[src/rtl/assert_macros.svh]
// Assertion helpers shared by the decoder modules.
// Each expects signals named clk and arst_n in the calling scope.
`ifndef ASSERT_MACROS_SVH
`define ASSERT_MACROS_SVH

// Condition holds at every edge outside reset.
`define ASSERT_ALWAYS(name, cond, msg) \
	name: assert property (@(posedge clk) disable iff (!arst_n) (cond)) else $error(msg);

// Trigger implies the consequence at the next clock edge.
`define ASSERT_NEXT(name, trig, cons, msg) \
	name: assert property (@(posedge clk) disable iff (!arst_n) (trig) |=> (cons)) \
		else $error(msg);

`endif

[src/rtl/utf8d_pkg.sv]
// ----------------------------------------------------------------------------
// utf8d_pkg
// Types, result kinds and helpers for the UTF-8 stream decoder.
// ----------------------------------------------------------------------------
package utf8d_pkg;

	localparam int CP_W   = 21;
	localparam int KIND_W = 2;
	localparam int MAX_RES = 4;

	localparam logic [KIND_W-1:0] KIND_DECODED = 2'd0;
	localparam logic [KIND_W-1:0] KIND_RAW     = 2'd1;
	localparam logic [KIND_W-1:0] KIND_REPL    = 2'd2;

	localparam logic [CP_W-1:0] CP_REPLACEMENT = 21'h00FFFD;

	typedef struct packed {
		logic [CP_W-1:0]   cp;
		logic [KIND_W-1:0] kind;
	} res_t;

	// All results caused by one byte, in delivery order from item[0].
	typedef struct packed {
		res_t [MAX_RES-1:0] item;
		logic [2:0]         count;
	} bundle_t;

	function automatic bundle_t push(bundle_t b, logic [CP_W-1:0] cp, logic [KIND_W-1:0] k);
		bundle_t r;
		r = b;
		r.item[b.count[1:0]].cp   = cp;
		r.item[b.count[1:0]].kind = k;
		r.count                   = b.count + 3'd1;
		return r;
	endfunction

endpackage

[src/rtl/utf8d_in_if.sv]
// ----------------------------------------------------------------------------
// utf8d_in_if
// Byte channel into the decoder: one text byte per beat.
// ----------------------------------------------------------------------------
interface utf8d_in_if;
	logic       valid;
	logic       ready;
	logic [7:0] data_byte;
	logic       end_of_text;

	modport source (output valid, output data_byte, output end_of_text, input ready);
	modport sink   (input valid, input data_byte, input end_of_text, output ready);
endinterface

[src/rtl/utf8d_out_if.sv]
// ----------------------------------------------------------------------------
// utf8d_out_if
// Result channel out of the decoder: one code point per beat.
// ----------------------------------------------------------------------------
interface utf8d_out_if;
	logic        valid;
	logic        ready;
	logic [20:0] code_point;
	logic [1:0]  kind;
	logic        last_of_run;

	modport source (output valid, output code_point, output kind, output last_of_run,
		input ready);
	modport sink   (input valid, input code_point, input kind, input last_of_run,
		output ready);
endinterface

[src/rtl/utf8_stream_decoder.sv]
// ----------------------------------------------------------------------------
// utf8_stream_decoder
// UTF-8 byte stream to Unicode code points.
// ----------------------------------------------------------------------------
// Usage:
//   text   : byte channel (data_byte, end_of_text); one byte per beat.
//   points : result channel (code_point, kind, last_of_run); one per beat.
//   A byte gives zero to four results; last_of_run marks the final one of
//   each byte. Bytes that only open or extend a sequence give none.
//   A byte passes through the input register and then the result register
//   before its first result beat. Throughput is one byte per cycle while
//   each byte gives at most one result and points does not stall; a byte
//   with more results holds the next byte in the input register until the
//   result register, draining one beat per ready cycle, is at its last.
//   A stall on points backs up into the input register and then drops
//   text.ready; nothing is lost or repeated.
//   Reset clears the pending sequence and both registers; no clearing pass.
// ----------------------------------------------------------------------------
module utf8_stream_decoder
	import utf8d_pkg::*;
(
	input  logic      clk,
	input  logic      arst_n,
	utf8d_in_if.sink  text,
	utf8d_out_if.source points
);

	logic       valid_s1;
	logic [7:0] byte_s1;
	logic       eot_s1;
	logic       free;
	logic       advance;
	bundle_t    bundle;

	assign advance    = valid_s1 && free;
	assign text.ready = !valid_s1 || advance;

	always_ff @(posedge clk or negedge arst_n) begin
		if (!arst_n) begin
			valid_s1 <= 1'b0;
		end else if (text.valid && text.ready) begin
			valid_s1 <= 1'b1;
		end else if (advance) begin
			valid_s1 <= 1'b0;
		end
	end

	always_ff @(posedge clk) begin
		if (text.valid && text.ready) begin
			byte_s1 <= text.data_byte;
			eot_s1  <= text.end_of_text;
		end
	end

	utf8d_decode u_decode (
		.clk         (clk),
		.arst_n      (arst_n),
		.data_byte   (byte_s1),
		.end_of_text (eot_s1),
		.advance     (advance),
		.bundle      (bundle)
	);

	utf8d_outq u_outq (
		.clk    (clk),
		.arst_n (arst_n),
		.load   (advance),
		.bundle (bundle),
		.free   (free),
		.points (points)
	);

endmodule

[src/rtl/utf8d_decode.sv]
// ----------------------------------------------------------------------------
// utf8d_decode
// Sequence state and single-pass decode of one byte into up to four results.
// ----------------------------------------------------------------------------
`include "assert_macros.svh"

module utf8d_decode
	import utf8d_pkg::*;
(
	input  logic       clk,
	input  logic       arst_n,
	input  logic [7:0] data_byte,
	input  logic       end_of_text,
	input  logic       advance,
	output bundle_t    bundle
);

	logic [2:0]      len_q, nxt_len;
	logic [1:0]      rcv_q, nxt_rcv;
	logic [CP_W-1:0] acc_q, nxt_acc, acc_c;
	logic [5:0]      held0_q, held1_q, nxt_held0, nxt_held1;
	logic            taken;
	bundle_t         res;

	always_comb begin
		res       = '0;
		nxt_len   = len_q;
		nxt_rcv   = rcv_q;
		nxt_acc   = acc_q;
		nxt_held0 = held0_q;
		nxt_held1 = held1_q;
		taken     = 1'b0;
		acc_c     = {acc_q[CP_W-7:0], data_byte[5:0]};

		if (len_q != 3'd0) begin
			if (data_byte[7:6] == 2'b10) begin
				taken = 1'b1;
				if (({1'b0, rcv_q} + 3'd2) >= len_q) begin
					res     = push(res, acc_c, KIND_DECODED);
					nxt_len = 3'd0;
					nxt_rcv = 2'd0;
					nxt_acc = '0;
				end else begin
					nxt_acc = acc_c;
					if (rcv_q[0]) begin
						nxt_held1 = data_byte[5:0];
					end else begin
						nxt_held0 = data_byte[5:0];
					end
					nxt_rcv = rcv_q + 2'd1;
				end
			end else begin
				// broken sequence: replacement, then held bytes raw
				res = push(res, CP_REPLACEMENT, KIND_REPL);
				if (rcv_q >= 2'd1) begin
					res = push(res, {13'd0, 2'b10, held0_q}, KIND_RAW);
				end
				if (rcv_q >= 2'd2) begin
					res = push(res, {13'd0, 2'b10, held1_q}, KIND_RAW);
				end
				nxt_len = 3'd0;
				nxt_rcv = 2'd0;
				nxt_acc = '0;
			end
		end

		if (!taken) begin
			if (!data_byte[7]) begin
				res = push(res, {13'd0, data_byte}, KIND_DECODED);
			end else if (data_byte[7:5] == 3'b110) begin
				nxt_len = 3'd2;
				nxt_acc = {16'd0, data_byte[4:0]};
			end else if (data_byte[7:4] == 4'b1110) begin
				nxt_len = 3'd3;
				nxt_acc = {17'd0, data_byte[3:0]};
			end else if (data_byte[7:3] == 5'b11110) begin
				nxt_len = 3'd4;
				nxt_acc = {18'd0, data_byte[2:0]};
			end else begin
				res = push(res, {13'd0, data_byte}, KIND_RAW);
			end
		end

		// end of text flushes whatever is still pending
		if (end_of_text && nxt_len != 3'd0) begin
			res = push(res, CP_REPLACEMENT, KIND_REPL);
			if (nxt_rcv >= 2'd1) begin
				res = push(res, {13'd0, 2'b10, nxt_held0}, KIND_RAW);
			end
			if (nxt_rcv >= 2'd2) begin
				res = push(res, {13'd0, 2'b10, nxt_held1}, KIND_RAW);
			end
			nxt_len = 3'd0;
			nxt_rcv = 2'd0;
			nxt_acc = '0;
		end
	end

	assign bundle = res;

	always_ff @(posedge clk or negedge arst_n) begin
		if (!arst_n) begin
			len_q <= 3'd0;
			rcv_q <= 2'd0;
			acc_q <= '0;
		end else if (advance) begin
			len_q <= nxt_len;
			rcv_q <= nxt_rcv;
			acc_q <= nxt_acc;
		end
	end

	always_ff @(posedge clk) begin
		if (advance) begin
			held0_q <= nxt_held0;
			held1_q <= nxt_held1;
		end
	end

	`ASSERT_ALWAYS(a_idle_no_held, (len_q != 3'd0) || (rcv_q == 2'd0), "count held while idle")
	`ASSERT_ALWAYS(a_len_code, (len_q != 3'd1) && (len_q <= 3'd4), "bad sequence length")
	`ASSERT_ALWAYS(a_pending_short, (len_q == 3'd0) || (({1'b0, rcv_q} + 3'd2) <= len_q), "sequence overran its length")

endmodule

[src/rtl/utf8d_outq.sv]
// ----------------------------------------------------------------------------
// utf8d_outq
// Result register: holds the results of one byte and hands them out in order.
// ----------------------------------------------------------------------------
`include "assert_macros.svh"

module utf8d_outq
	import utf8d_pkg::*;
(
	input  logic     clk,
	input  logic     arst_n,
	input  logic     load,
	input  bundle_t  bundle,
	output logic     free,
	utf8d_out_if.source points
);

	res_t [MAX_RES-1:0] item_s2;
	logic [2:0]         cnt_s2;
	logic               pop;

	assign pop  = points.valid && points.ready;
	assign free = (cnt_s2 == 3'd0) || ((cnt_s2 == 3'd1) && points.ready);

	assign points.valid       = (cnt_s2 != 3'd0);
	assign points.code_point  = item_s2[0].cp;
	assign points.kind        = item_s2[0].kind;
	assign points.last_of_run = (cnt_s2 == 3'd1);

	always_ff @(posedge clk or negedge arst_n) begin
		if (!arst_n) begin
			cnt_s2 <= 3'd0;
		end else if (load) begin
			cnt_s2 <= bundle.count;
		end else if (pop) begin
			cnt_s2 <= cnt_s2 - 3'd1;
		end
	end

	// advance the queue by one beat on each pop
	always_ff @(posedge clk) begin
		if (load) begin
			item_s2 <= bundle.item;
		end else if (pop) begin
			item_s2 <= {item_s2[MAX_RES-1], item_s2[MAX_RES-1:1]};
		end
	end

	`ASSERT_ALWAYS(a_cnt_range, cnt_s2 <= 3'd4, "result count out of range")
	`ASSERT_ALWAYS(a_load_when_free, !load || free, "results overwritten before delivery")
	`ASSERT_NEXT(a_run_continues, pop && (cnt_s2 > 3'd1), points.valid, "run cut short")

endmodule

[src/flat_wrapper.sv]
// flat-port wrapper written by rule: the top's interface ports become plain ports
module utf8_stream_decoder_flat import utf8d_pkg::*;
  (clk, arst_n, text_valid, text_data_byte, text_end_of_text, text_ready, points_valid, points_code_point, points_kind, points_last_of_run, points_ready);
  utf8d_in_if text_i ();
  utf8d_out_if points_i ();
  input  logic clk;
  input  logic arst_n;
  input wire logic [$bits(text_i.valid)-1:0] text_valid;
  input wire logic [$bits(text_i.data_byte)-1:0] text_data_byte;
  input wire logic [$bits(text_i.end_of_text)-1:0] text_end_of_text;
  output wire logic [$bits(text_i.ready)-1:0] text_ready;
  output wire logic [$bits(points_i.valid)-1:0] points_valid;
  output wire logic [$bits(points_i.code_point)-1:0] points_code_point;
  output wire logic [$bits(points_i.kind)-1:0] points_kind;
  output wire logic [$bits(points_i.last_of_run)-1:0] points_last_of_run;
  input wire logic [$bits(points_i.ready)-1:0] points_ready;
  assign text_i.valid = text_valid;
  assign text_i.data_byte = text_data_byte;
  assign text_i.end_of_text = text_end_of_text;
  assign text_ready = text_i.ready;
  assign points_valid = points_i.valid;
  assign points_code_point = points_i.code_point;
  assign points_kind = points_i.kind;
  assign points_last_of_run = points_i.last_of_run;
  assign points_i.ready = points_ready;
  utf8_stream_decoder u_core (.clk(clk), .arst_n(arst_n), .text(text_i), .points(points_i));
endmodule
[config.mk]
export PLATFORM = sky130hd
export DESIGN_NAME = utf8_stream_decoder_flat
export DESIGN_NICKNAME = d
export VERILOG_FILES = /design/src/rtl/utf8d_pkg.sv /design/src/rtl/utf8d_in_if.sv /design/src/rtl/utf8d_out_if.sv /design/src/rtl/utf8_stream_decoder.sv /design/src/rtl/utf8d_decode.sv /design/src/rtl/utf8d_outq.sv /design/src/flat_wrapper.sv
export VERILOG_INCLUDE_DIRS = /design/src /design/src/rtl
export SDC_FILE = /design/constraint.sdc
export NUM_CORES = 1
export LEC_CHECK = 0
export BUFFER_PORTS_ARGS = -buffer_cell sky130_fd_sc_hd__clkbuf_2
export CELL_PAD_IN_SITES_DETAIL_PLACEMENT = 1
export CELL_PAD_IN_SITES_GLOBAL_PLACEMENT = 1
export CORE_ASPECT_RATIO = 1.4
export CORE_MARGIN = 8
export CORE_UTILIZATION = 40
export CTS_BUF_LIST = sky130_fd_sc_hd__clkbuf_16
export CTS_CLUSTER_SIZE = 40
export DETAILED_ROUTE_END_ITERATION = 12
export PLACE_DENSITY = 0.78
export SYNTH_ARGS = -nofsm -noshare
export SYNTH_HDL_FRONTEND = slang
export SYNTH_SLANG_ARGS = --single-unit
[constraint.sdc]
create_clock -name clk -period 5.2 [get_ports clk]
set_input_delay 0 -clock clk [delete_from_list [all_inputs] [get_ports clk]]
set_output_delay 0 -clock clk [all_outputs]
set_load 0.01 [all_outputs]
# After elaboration in Yosys (flattened, before gate mapping)
# Cells that the tools add are included.
# word_totals
reg_bits	143
input_bits	13
# classes
n_eq_ne	5
reduce_logical	19
n_addsub	8
magnitude_cmp	15
muxes	85
# ops
cell	n
2-to-1 mux 95 bit	14
bitwise mux 92 bit	11
demux 23 bit (select 2 bit)	10
2-to-1 mux 21 bit	9
2-to-1 mux 23 bit	5
2-to-1 mux 92 bit	1
2-to-1 mux 69 bit	1
2-to-1 mux 6 bit	8
2-to-1 mux 36 bit	1
2-to-1 mux 3 bit	11
2-to-1 mux 26 bit	1
2-to-1 mux 2 bit	9
adder 3 x 1 -> 3 bit (second input constant)	5
less-than comparator 2 x 3 -> 1 bit (second input constant)	5
greater-or-equal comparator 2 x 1 -> 1 bit (second input constant)	7
logical AND 1 bit	10
nonzero test 3 bit	3
== test 5 bit (second input constant)	1
== test 4 bit (second input constant)	1
greater-or-equal comparator 2 bit (second input constant)	2
2-to-1 mux 1 bit	4
nonzero test 2 bit	2
adder 2 x 2 -> 3 bit (second input constant)	1
== test 3 x 1 -> 1 bit (second input constant)	1
8 further kinds	9

# Logic depth before layout (Yosys ltp)
# Gate-level depths: netlist of the first run.
# depth
depth_word	43
ltp_mapped	24

# Modules after synthesis
# Synthesis of the first run repeated with hierarchy kept, for this count alone.
# hier_totals
hier_cells	725
hier_area_um2	8501.9
# by_module_without_submodules
module	cells_per_inst	seq_area_each_um2	area_each_um2	instances
utf8d_outq	244	2837.7	4415.5	1
utf8d_decode	467	860.8	3756.1	1
utf8_stream_decoder	14	295.3	330.3	1

# Worst setup path before layout of the first run
# Ideal clock, no wire load.
# synth_path
kind	flip-flop to flip-flop
from	register u_core.u_decode.rcv_q[0]
to	register u_core.u_outq.item_s2[26] (netlist bit) (data pin)
stages_incl_launch_ff	24
setup_slack_ps	1
t_arrival_ps	4940
cell_sequence	dfrtp_1 -> buf_2 -> clkinv_1 -> ha_1 -> nand2b_1 -> a31oi_1 -> buf_2 -> buf_2 -> nand2_1 -> and2_1 -> ha_1 -> a221oi_1 -> a21oi_1 -> ha_1 -> clkbuf_1 -> nor2_1 -> mux2i_1 -> inv_1 -> ha_1 -> nand2_1 -> nor3_1 -> a32oi_2 -> mux2_2 -> a211o_1
# synth_between
elab_chain_len	31
elab_cells_between_ends	90
cone_classes	add/sub (6); order compare (15); mux (62); reduce/logical (7)
# synth_rtl
element	line_no	source
start, declared	utf8d_decode.sv:19	logic [1:0] rcv_q, nxt_rcv;
start signal, assigned	utf8d_decode.sv:108	rcv_q <= nxt_rcv;
parallel branches: the longest is 29 deep, another holds adder 3 x 1 -> 3 bit	--	
2-to-1 mux 95 bit *	utf8d_decode.sv:85	if (end_of_text && nxt_len != 3'd0) begin
2-to-1 mux 92 bit *	utf8d_outq.sv:42	if (load) begin
end signal, assigned	utf8d_outq.sv:43	item_s2 <= bundle.item;
end signal, assigned	utf8d_outq.sv:45	item_s2 <= {item_s2[MAX_RES-1], item_s2[MAX_RES-1:1]};
end, declared	utf8d_outq.sv:18	res_t [MAX_RES-1:0] item_s2;
# Mark *: on every way between the ends. The select of a mux whose other input is x is not followed.
# A chain may end at the register's enable or synchronous reset.

# Worst setup path after layout of the first run
# layout_path
from	register u_core.u_decode.rcv_q[1]
to	register u_core.u_outq.item_s2[49] (netlist bit) (data pin)
# The elaborated chain is that of the path after synthesis.

==> results of run 1 <==
[cell families after synthesis]
logic type,share of synthesized area
buf+inv,0.0771
fa+ha+maj,0.0489
flops,0.460
simple gates,0.133
xor+xnor,0.00428
compound gates,0.254
mux,0.0226
[final cells by class]
cell class | instances | area [um2]
clock buffers | 10 | 250
clock inverters | 6 | 57.6
fillers | 1711 | 8150
inverters | 30 | 113
multi-input cells | 423 | 2850
flip-flops and latches | 98 | 2820
well taps | 192 | 240
repair buffers | 76 | 503
[power by group through the flow]
stage | logic, W | registers [W] | clock network (W)
finish | 0.00238 | 0.00140 | 0.000685
global route | 0.00258 | 0.00142 | 0.000721
CTS | 0.00235 | 0.00140 | 0.000697
detailed placement | 0.00232 | 0.00141 | 0
global placement | 0.00223 | 0.00140 | 0
floorplan | 0.00168 | 0.00135 | 0
[registers in the layout, indices dropped and copies added (netlist names)]
register,flops
u_core.eot_s1,1
u_core.byte_s1,8
u_core.valid_s1,1
u_core.u_decode.acc_q,15
u_core.u_decode.held1_q,6
u_core.u_decode.held0_q,6
u_core.u_decode.rcv_q,2
u_core.u_decode.len_q,3
u_core.u_outq.item_s2,30
u_core.u_outq.points.kind,2
u_core.u_outq.cnt_s2,3
u_core.u_outq.points.code_point,21
[synthesized netlist by cell type (5+ instances only)]
library cell / count / area, um2
edfxtp_1: 74 / 2220
o2111ai_1: 5 / 43.8
a211oi_1: 6 / 45.0
dfrtp_1: 24 / 601
and3_1: 9 / 56.3
inv_1: 28 / 105
nand3_1: 12 / 60.1
nand2b_1: 12 / 75.1
a221oi_1: 23 / 201
mux2i_1: 6 / 60.1
buf_2: 12 / 60.1
clkbuf_1: 20 / 75.1
ha_1: 24 / 300
buf_4: 26 / 195
nand4_1: 11 / 68.8
a31oi_1: 8 / 50.1
a22o_1: 20 / 175
o22ai_1: 18 / 113
o21a_1: 7 / 52.6
a22oi_1: 10 / 75.1
a21oi_1: 34 / 170
nor3_1: 11 / 55.1
and2_1: 7 / 43.8
mux2_2: 7 / 78.8
o21ai_0: 41 / 205
nand2_1: 49 / 184
nor2_1: 39 / 146
o211ai_1: 7 / 52.6
[repair_timing]
action                                  4_1_cts  5_1_grt
gates resized for setup                       0        1
endpoints found under the hold margin        34        0
endpoints found under the setup margin        0        4
hold buffers                                 11        0
[metrics by stage]
stage / area (um2) / util / total power [W]
after floorplan: 6140 / - / 0.00303
after global placement: 6410 / 0.428 / 0.00363
after detailed placement: 6410 / 0.428 / 0.00373
after CTS: 6830 / 0.456 / 0.00444
after global routing: 6830 / 0.456 / 0.00472
final: 6830 / 0.456 / 0.00446
[metal layers]
layer,wire length (um),share of wire
met2,10400,0.51
met4,979,0.049
met1,7620,0.38
met5,0,0
met3,1240,0.061
[worst max-delay path, delay by kind of cell, from the launching register on]
family | cells | cell delay, ns
compound gates | 8 | 1.87
fa+ha+maj | 4 | 1.00
buf+inv | 2 | 0.39
flops | 1 | 0.59
mux | 1 | 0.17
simple gates | 5 | 0.62
[worst paths after layout]
kind	startpoint	to	slack [ns]	depth (start not counted)
setup / recovery	u_core.u_decode.rcv_q[1]	u_core.u_outq.item_s2[49]	0.25	20
hold / removal	points_ready	u_core.valid_s1	-0.0006	4
setup reg to reg	u_core.u_decode.rcv_q[1]	u_core.u_outq.item_s2[49]	0.25	20
hold reg to reg	u_core.u_decode.acc_q[13]	u_core.u_decode.acc_q[13]	0.53	1
max in group asynchronous	arst_n	u_core.u_decode.acc_q[12]	4.52	2
min in group asynchronous	arst_n	u_core.valid_s1	0.21	2
==> results.cfg, run 1 <==
[place]
gp_congestion = 0.923
place_inst = 808
portBuffers = 38
dpl.hpwl_mm = 14.4
pre_cts_ws_ns = 0.380

[cells_and_area]
antenna_cells = 0
area_delta_synth_final_pct = 11.4
layout_common_cells = 74 x edfxtp_1, 49 x nand2_1, 41 x o21ai_0
drive_gt1_frac = 0.163
layout_commonest_cell = edfxtp_1
nNetsFinal = 675
final_cells = 835

[global_route]
grt_pass1_vias = 5452
antenna_found_initial = 0
grt.met1_usage = 0.243
grt_pass1_wl_mm = 31.7
grt_overflow_total = 0
grt.met2_usage = 0.362
grt-busiest-layer = met2
grtUsageMet3 = 0.0291
grt_util_all_layers = 0.208
grt_max_degree = 48

[run_status]
status = finished, violations left
violations = hold timing

[yosys]
yosys_register_bits = 98
ys_seq_area_frac = 0.460
syn_nets = 650
syn_inst = 613
synth.avg_cell_area_um2 = 10.0
synth_ff_type = edfxtp_1
yosys_warnings = 0
netlist_area_um2 = 6140
ys_async_sr_fraction = 0.245
synth_cell_types = 65
synth_edf_count = 74

[floorplan]
start_util = 0.409
fp.dieW_um = 121
boundaryPins = 39
rows = 53
die_height_um = 163
coreArea_um2 = 15000
design.die.area_um2 = 19600

[clock_network]
post_cts_buffers = 0
cts_tree = built
h-tree-depth = 3
clkTransAtPathRegs_ns = 0.08
cts_buffer_depth = 2
clock_sinks = 98
clkLatencyLatePin_ns = 0.36
cts-root-buf = clkbuf_16
cts_buffers = 9

[setup_path]
arrival_ns = 5.01
crit_chain = inv_1, ha_1, a21o_1, a31oi_1, nand2_1, and2_1, ha_1, a221oi_1, a21oi_1, buf_4, ha_1, nor2_1, mux2i_1, ha_1, nand2_1, nor3_1, a32oi_1, o21ai_0, a211oi_1, a211oi_1
max_stage_delay_ns = 0.59
cp-start-kind = register
path_common_cell = ha_1
slowest_stage = dfrtp_1
crit_type = register to register
path_max_fanout = 9
worst_setup_path_end_kind = register
required_ns = 5.25

[timing]
maxSlewViolCount = 0
clock_skew_ns = 0.0129
hold_ws_ns = -0.000630
setup_viol_count_final = 0
period_needed_ns = 4.95
hold_viol = 1
finalWorstSetupSlack_ns = 0.247
timing.fmax_mhz = 202
tns_ns = 0
rsz0062_at_grt = no
worst_pin_slew_ns = 1.12
fin_crit_sh = 0.953
slew_headroom = 0.249

[power_and_ir_drop]
intPower_w = 0.00240
irDropWorstVdd_mv = 0.249
p_leak_nw = 2.66
clkPwrFrac = 0.154
p_seq_frac = 0.313
switchingPower_w = 0.00206
p_per_area_nw_per_um2 = 653
p_comb_frac = 0.533
sw_frac_of_total = 0.461

[route]
wirelength_mm = 20.2
vias = 5333
detail-route-antenna-nets = 0
vias_per_cell = 6.39
drc = 0
first_pass_iters = 5
wl_per_cell_um = 24.2
drtIter0Drc = 392

[min_path]
hold_class = input port to register

[job]
timing.max_cap.violations = 0
No activity file was read; power rests on OpenSTA's default activity.
==> inputs of run 2 (changes only) <==
--- a/config.mk
+++ b/config.mk
@@ -6,6 +6,7 @@
 export SDC_FILE = /design/constraint.sdc
 export NUM_CORES = 1
 export LEC_CHECK = 0
+export ABC_CLOCK_PERIOD_IN_PS = 5200
 export BUFFER_PORTS_ARGS = -buffer_cell sky130_fd_sc_hd__clkbuf_2
 export CELL_PAD_IN_SITES_DETAIL_PLACEMENT = 1
 export CELL_PAD_IN_SITES_GLOBAL_PLACEMENT = 1
@@ -15,6 +16,7 @@
 export CTS_BUF_LIST = sky130_fd_sc_hd__clkbuf_16
 export CTS_CLUSTER_SIZE = 40
 export DETAILED_ROUTE_END_ITERATION = 12
+export GPL_TIMING_DRIVEN = 0
 export PLACE_DENSITY = 0.78
 export SYNTH_ARGS = -nofsm -noshare
 export SYNTH_HDL_FRONTEND = slang
==> run 2 against run 1 <==
Compared with the run above: the flow now finishes without violations; register-to-register slack lost 0.04 ns; clock-buffer cell count is the same; sequential share of layout area shrank 2.3 points; wire length grew 5.1%; combinational power grew 14%; global-route usage grew 0.85 points; worst hold slack gained 0.036 ns; critical path depth grew 4; design area grew 5.8%; setup slack lost 0.040 ns; power grew 7.4%; critical endpoint is now u_core.u_outq.item_s2[26]; largest power group unchanged.
==> results.cfg, run 2 (synthesized netlist as in run 1, its figures left out) <==
[place]
dpl.hpwl_mm = 15.4
gp_congestion = 0.975
portBuffers = 38

[route]
vias = 5492
drc = 0
wl_per_cell_um = 24.2
drtIter0Drc = 397
first_pass_iters = 4
wirelength_mm = 21.2
vias_per_cell = 6.26
detail-route-antenna-nets = 0

[global_route]
grt_pass1_vias = 5810
grt_pass1_wl_mm = 32.7
grt_max_degree = 48
grt_overflow_total = 0
antenna_found_initial = 0
grt_util_all_layers = 0.216

[setup_path]
slowest_stage = mux2_2
max_stage_delay_ns = 0.39
path_max_fanout = 11
cp.depth = 24
worst_setup_path_end_kind = register
required_ns = 5.30
cp-start-kind = register
reg2reg_slack_ns = 0.21
cp.buffers_inverters = 8
crit_chain = buf_6, clkinv_4, ha_1, nand2b_1, a31oi_2, buf_6, nand2_1, and2_4, ha_1, a221oi_2, a21oi_2, buf_4, buf_4, inv_1, ha_1, inv_1, mux2i_4, inv_1, ha_1, nand2_1, nor3_2, a32oi_4, mux2_2, a211o_1
crit_type = register to register
setup.worst_path.start = u_core.u_decode.rcv_q[0]
r2r_start = u_core.u_decode.rcv_q[0]
r2r_end = u_core.u_outq.item_s2[26]
path_common_cell = ha_1
rr_worst_depth = 24
arrival_ns = 5.10
path_delay_family = compound AO/OA/AOI/OAI gates

[clock_network]
cts_tree = built
cts-root-buf = clkbuf_16
cts_buffers = 9
clock_sinks = 98
clkTransAtPathRegs_ns = 0.07
cts_buffer_depth = 2
h-tree-depth = 3
clkLatencyLatePin_ns = 0.35

[min_path]
hold_class = input port to register
hp-start = points_ready
hold_depth = 4
hold_end = u_core.valid_s1

[power_and_ir_drop]
p_comb_frac = 0.567
clkPwrFrac = 0.140
p_leak_nw = 2.84
intPower_w = 0.00256
p_per_area_nw_per_um2 = 662
sw_frac_of_total = 0.466
p_seq_frac = 0.293
switchingPower_w = 0.00223
irDropWorstVdd_mv = 0.271

[floorplan]
start_util = 0.409
fp.dieW_um = 121
boundaryPins = 39
design.die.area_um2 = 19600
rows = 53
die_height_um = 163
coreArea_um2 = 15000

[timing]
maxSlewViolCount = 0
setup_viol_count_final = 0
clock_skew_ns = 0.00928
rsz0062_at_grt = no
slew_headroom = 0.205
timing.fmax_mhz = 200
period_needed_ns = 4.99
hold_ws_ns = 0.0349
worst_pin_slew_ns = 1.18
fin_crit_sh = 0.960
tns_ns = 0
hold_viol = 0

[job]
timing.max_cap.violations = 0

[cells_and_area]
fillerInstances = 1712
area_delta_synth_final_pct = 17.9
register_area_um2 = 2820
layout_commonest_cell = edfxtp_1
nNetsFinal = 717
largest_reg_flops = 30
antenna_cells = 0
drive_gt1_frac = 0.225
multi_input_area_um2 = 3010
regMostFlops = u_core.u_outq.item_s2
layout_common_cells = 74 x edfxtp_1, 49 x nand2_1, 41 x o21ai_0

[run_status]
status = complete, no violations
-- run 2: layout make-up --
| type | instances | area share |
|---|---|---|
| Tap cell | 192 | 0.0332 |
| Clock inverter | 6 | 0.00588 |
| Clock buffer | 10 | 0.0346 |
| Buffer | 59 | 0.0510 |
| Timing Repair Buffer | 59 | 0.0524 |
| Inverter | 30 | 0.0163 |
| Sequential cell | 98 | 0.390 |
| Multi-Input combinational cell | 423 | 0.416 |
-- run 2: tightest hold or removal path, stage by stage --
cell      delay, ns
clkbuf_2       0.11
nand2_1        0.06
nand3_1        0.12
nand2b_1       0.07
-- run 2: metrics by stage --
step / power, W / std cells / instance area, um2 / setup WS [ns] / util
global route: 0.00505 / 877 / 7230 / 0.0516 / 0.483
finish: 0.00479 / 877 / 7230 / 0.207 / 0.483
CTS: 0.00463 / 876 / 7110 / 0.00112 / 0.475
detailed placement: 0.00384 / 843 / 6570 / -1.67 / 0.438
floorplan: 0.00303 / 613 / 6140 / 0.00133 / -
global placement: 0.00374 / 843 / 6570 / -1.61 / 0.438
-- run 2: how the worst max path moves through the flow --
| stage | to | slack, ns |
|---|---|---|
| floorplan | u_core.u_outq.item_s2[26] | 0.001 |
| detailed placement | u_core.u_outq.item_s2[26] | -1.67 |
| finish | u_core.u_outq.item_s2[26] | 0.21 |
| global placement | u_core.u_outq.item_s2[26] | -1.61 |
| global route | u_core.u_outq.item_s2[26] | 0.05 |
| CTS | u_core.u_outq.item_s2[27] | 0.001 |
-- run 2: power by group through the flow --
stage          logic, W  registers, W  clock network, W
6_report        0.00271       0.00140          0.000671
2_1_floorplan   0.00168       0.00135                 0
5_1_grt         0.00292       0.00143          0.000702
4_1_cts         0.00256       0.00140          0.000674
3_3_place_gp    0.00234       0.00140                 0
3_5_place_dp    0.00243       0.00141                 0
-- run 2: layer usage --
layer | part of all wire | vias up | track usage
met5 | 0 | - | 0
met2 | 0.50 | 235 | 0.371
met3 | 0.064 | 71 | 0.0361
met4 | 0.062 | 0 | 0.144
met1 | 0.37 | 2734 | 0.241
li1 | - | 2452 | -
-- run 2: what timing repair did --
item,4_1_cts,5_1_grt
hold buffers,11,0
gates resized for setup,20,21
endpoints found under the hold margin,34,0
buffers inserted,8,2
pin swaps,3,1
gates cloned,0,0
endpoints found under the setup margin,43,34
==> inputs of run 3 (changes only) <==
--- a/config.mk
+++ b/config.mk
@@ -6,6 +6,7 @@
 export SDC_FILE = /design/constraint.sdc
 export NUM_CORES = 1
 export LEC_CHECK = 0
+export ABC_AREA = 1
 export ABC_CLOCK_PERIOD_IN_PS = 5200
 export BUFFER_PORTS_ARGS = -buffer_cell sky130_fd_sc_hd__clkbuf_2
 export CELL_PAD_IN_SITES_DETAIL_PLACEMENT = 1
@@ -17,7 +18,7 @@
 export CTS_CLUSTER_SIZE = 40
 export DETAILED_ROUTE_END_ITERATION = 12
 export GPL_TIMING_DRIVEN = 0
-export PLACE_DENSITY = 0.78
+export PLACE_DENSITY = 0.81
 export SYNTH_ARGS = -nofsm -noshare
 export SYNTH_HDL_FRONTEND = slang
 export SYNTH_SLANG_ARGS = --single-unit
==> run 3 against run 2 <==
Compared with the run above: critical endpoint is now u_core.u_outq.item_s2[46]; fmax up 4.0%; register-to-register slack better by 0.19 ns; largest cell class unchanged; final cell count grew 19%; utilization down 1.9 points.
==> results.cfg, run 3 <==
[run_status]
status = complete, no violations

[place]
portBuffers = 38
pre_cts_ws_ns = 0.514
gp_congestion = 1.01
place_area_um2 = 6850
dpl.hpwl_mm = 16.4

[setup_path]
crit_type = register to register
cp-start-kind = register
cp.buffers_inverters = 6
max_stage_delay_ns = 0.57
arrival_ns = 4.90
required_ns = 5.29
path_max_fanout = 7
slowest_stage = o22ai_1
path_delay_family = simple AND/OR/NAND/NOR gates
crit_chain = inv_1, ha_1, inv_1, nand2_1, nand2_1, nand3_1, nand3_1, inv_1, ha_1, o22ai_1, inv_1, ha_1, nor2_1, nand2_2, nand2_2, inv_1, ha_1, nand2_1, nand2_1, a21oi_1, o21ai_1, o21ai_0, inv_1
path_common_cell = inv_1
worst_setup_path_end_kind = register

[floorplan]
start_util = 0.409
coreArea_um2 = 15600
boundaryPins = 39
die_height_um = 166
rows = 54
fp.dieW_um = 123
design.die.area_um2 = 20300

[yosys]
yosysTopAreaCellShare = 0.348
synth_cell_types = 43
synthXorXnorAreaFrac = 0.00137
synth_ff_type = edfxtp_1
ys_async_sr_fraction = 0.245
synth_edf_count = 74
synth_fa_ha_area_frac = 0.0470
synth_top_family_by_area = simple AND/OR/NAND/NOR gates
syn_nets = 817
yosysMostFrequentCell = nand2_1
netlist_area_um2 = 6390
synth_mux_area_frac = 0
synth_compound_area_frac = 0.190
yosys_register_bits = 98
synth-simple-area-share = 0.207
yosysTopAreaCell = edfxtp_1
synthTopCellsByCount = 169 x nand2_1, 92 x inv_1, 74 x edfxtp_1
syn_inst = 780
yosys_warnings = 0
synth_area_leaders = edfxtp_1 35%, nand2_1 9.9%, dfrtp_1 9.4%, o21ai_0 5.6%, inv_1 5.4%
ys_seq_area_frac = 0.442
synth.avg_cell_area_um2 = 8.19

[clock_network]
postCtsHoldBufs = 11
cts_resized = 0
clkLatencyLatePin_ns = 0.36
clkTransAtPathRegs_ns = 0.08
post_cts_buffers = 0
clock_sinks = 98
cts-root-buf = clkbuf_16
h-tree-depth = 3
cts_buffer_depth = 2
cts_buffers = 9
cts_tree = built

[timing]
period_needed_ns = 4.80
rsz0062_at_grt = no
setup_viol_count_final = 0
hold_ws_ns = 0.0675
finalWorstSetupSlack_ns = 0.398
worst_pin_slew_ns = 1.02
hold_viol = 0
slew_headroom = 0.315
clock_skew_ns = 0.0161
timing.fmax_mhz = 208
fin_crit_sh = 0.924
maxSlewViolCount = 0
tns_ns = 0

[route]
wirelength_mm = 21.8
drtIter0Drc = 411
vias = 5782
drc = 0
top_layer = met4
first_pass_iters = 4
route.met3.wl_mm = 1.24
detail-route-antenna-nets = 0
wl_met2_mm = 10.9
wl_per_cell_um = 20.9
met1_length_mm = 8.04
vias_per_cell = 5.55

[cells_and_area]
area_delta_synth_final_pct = 13.1
regMostFlops = u_core.u_outq.item_s2
nNetsFinal = 878
largest_reg_flops = 30
drive_gt1_frac = 0.170
antenna_cells = 0
layout_common_cells = 169 x nand2_1, 92 x inv_1, 74 x edfxtp_1
layout_commonest_cell = nand2_1
stdcell_area_um2 = 7230
fin_util = 0.463

[job]
timing.max_cap.violations = 0

[power_and_ir_drop]
p_per_area_nw_per_um2 = 588
irDropWorstVdd_mv = 0.186
p_leak_nw = 3.31

[global_route]
grt_util_all_layers = 0.226
grt_max_degree = 32
grt_overflow_total = 0
grt_pass1_wl_mm = 34.7
grt_pass1_vias = 6162
antenna_found_initial = 0

[min_path]
hold_class = input port to register
run 3: tightest hold or removal path: stages:
cell	delay [ns]
clkbuf_2	0.09
nand2_1	0.05
nand2_1	0.05
inv_1	0.05
nand2_1	0.10
nand2_1	0.06
run 3: worst paths after layout:
check                                            end  slack [ns]  cells past startpoint                       from
setup / recovery           u_core.u_outq.item_s2[46]        0.40                     23   u_core.u_decode.rcv_q[0]
hold / removal                       u_core.valid_s1        0.07                      6               points_ready
setup reg to reg           u_core.u_outq.item_s2[46]        0.40                     23   u_core.u_decode.rcv_q[0]
hold reg to reg            u_core.u_outq.item_s2[28]        0.53                      2  u_core.u_outq.item_s2[51]
max in group asynchronous   u_core.u_decode.acc_q[8]        4.54                      2                     arst_n
min in group asynchronous            u_core.valid_s1        0.20                      2                     arst_n
run 3: layout make-up:
| class | instances | area [um2] |
|---|---|---|
| timing repair buffer | 50 | 320 |
| fill | 1901 | 8380 |
| clock buffer | 9 | 225 |
| clock inverter | 7 | 45.0 |
| buffer | 50 | 334 |
| sequential | 98 | 2820 |
| inverter | 103 | 389 |
| multi-input combinational | 529 | 2850 |
| tap | 196 | 245 |
run 3: report_power, final:
part	leakage [nW]	switching, W	internal (W)	total [W]
Clock	0.131	0.000317	0.000324	0.000642
Sequential	1.04	0.000110	0.00116	0.00127
Combinational	2.14	0.00160	0.000738	0.00233
Total	3.31	0.00202	0.00223	0.00425
run 3: metal layers:
layer	vias up	track usage
met5	-	0
met4	0	0.163
met3	89	0.0330
met2	197	0.394
met1	2770	0.244
li1	2726	-
run 3: cell families after synthesis:
logic type / after synthesis
buffers and inverters: 153
xor gates and xnor gates: 1
AOI/OAI and AO/OA: 205
and+or+nand+nor: 299
adders and majority gates: 24
DFF: 98
run 3: metrics by stage:
step,power (W),std cells
CTS,0.00423,1042
global placement,0.00350,1014
detailed placement,0.00358,1015
global route,0.00455,1042
finish,0.00425,1042
floorplan,0.00285,780
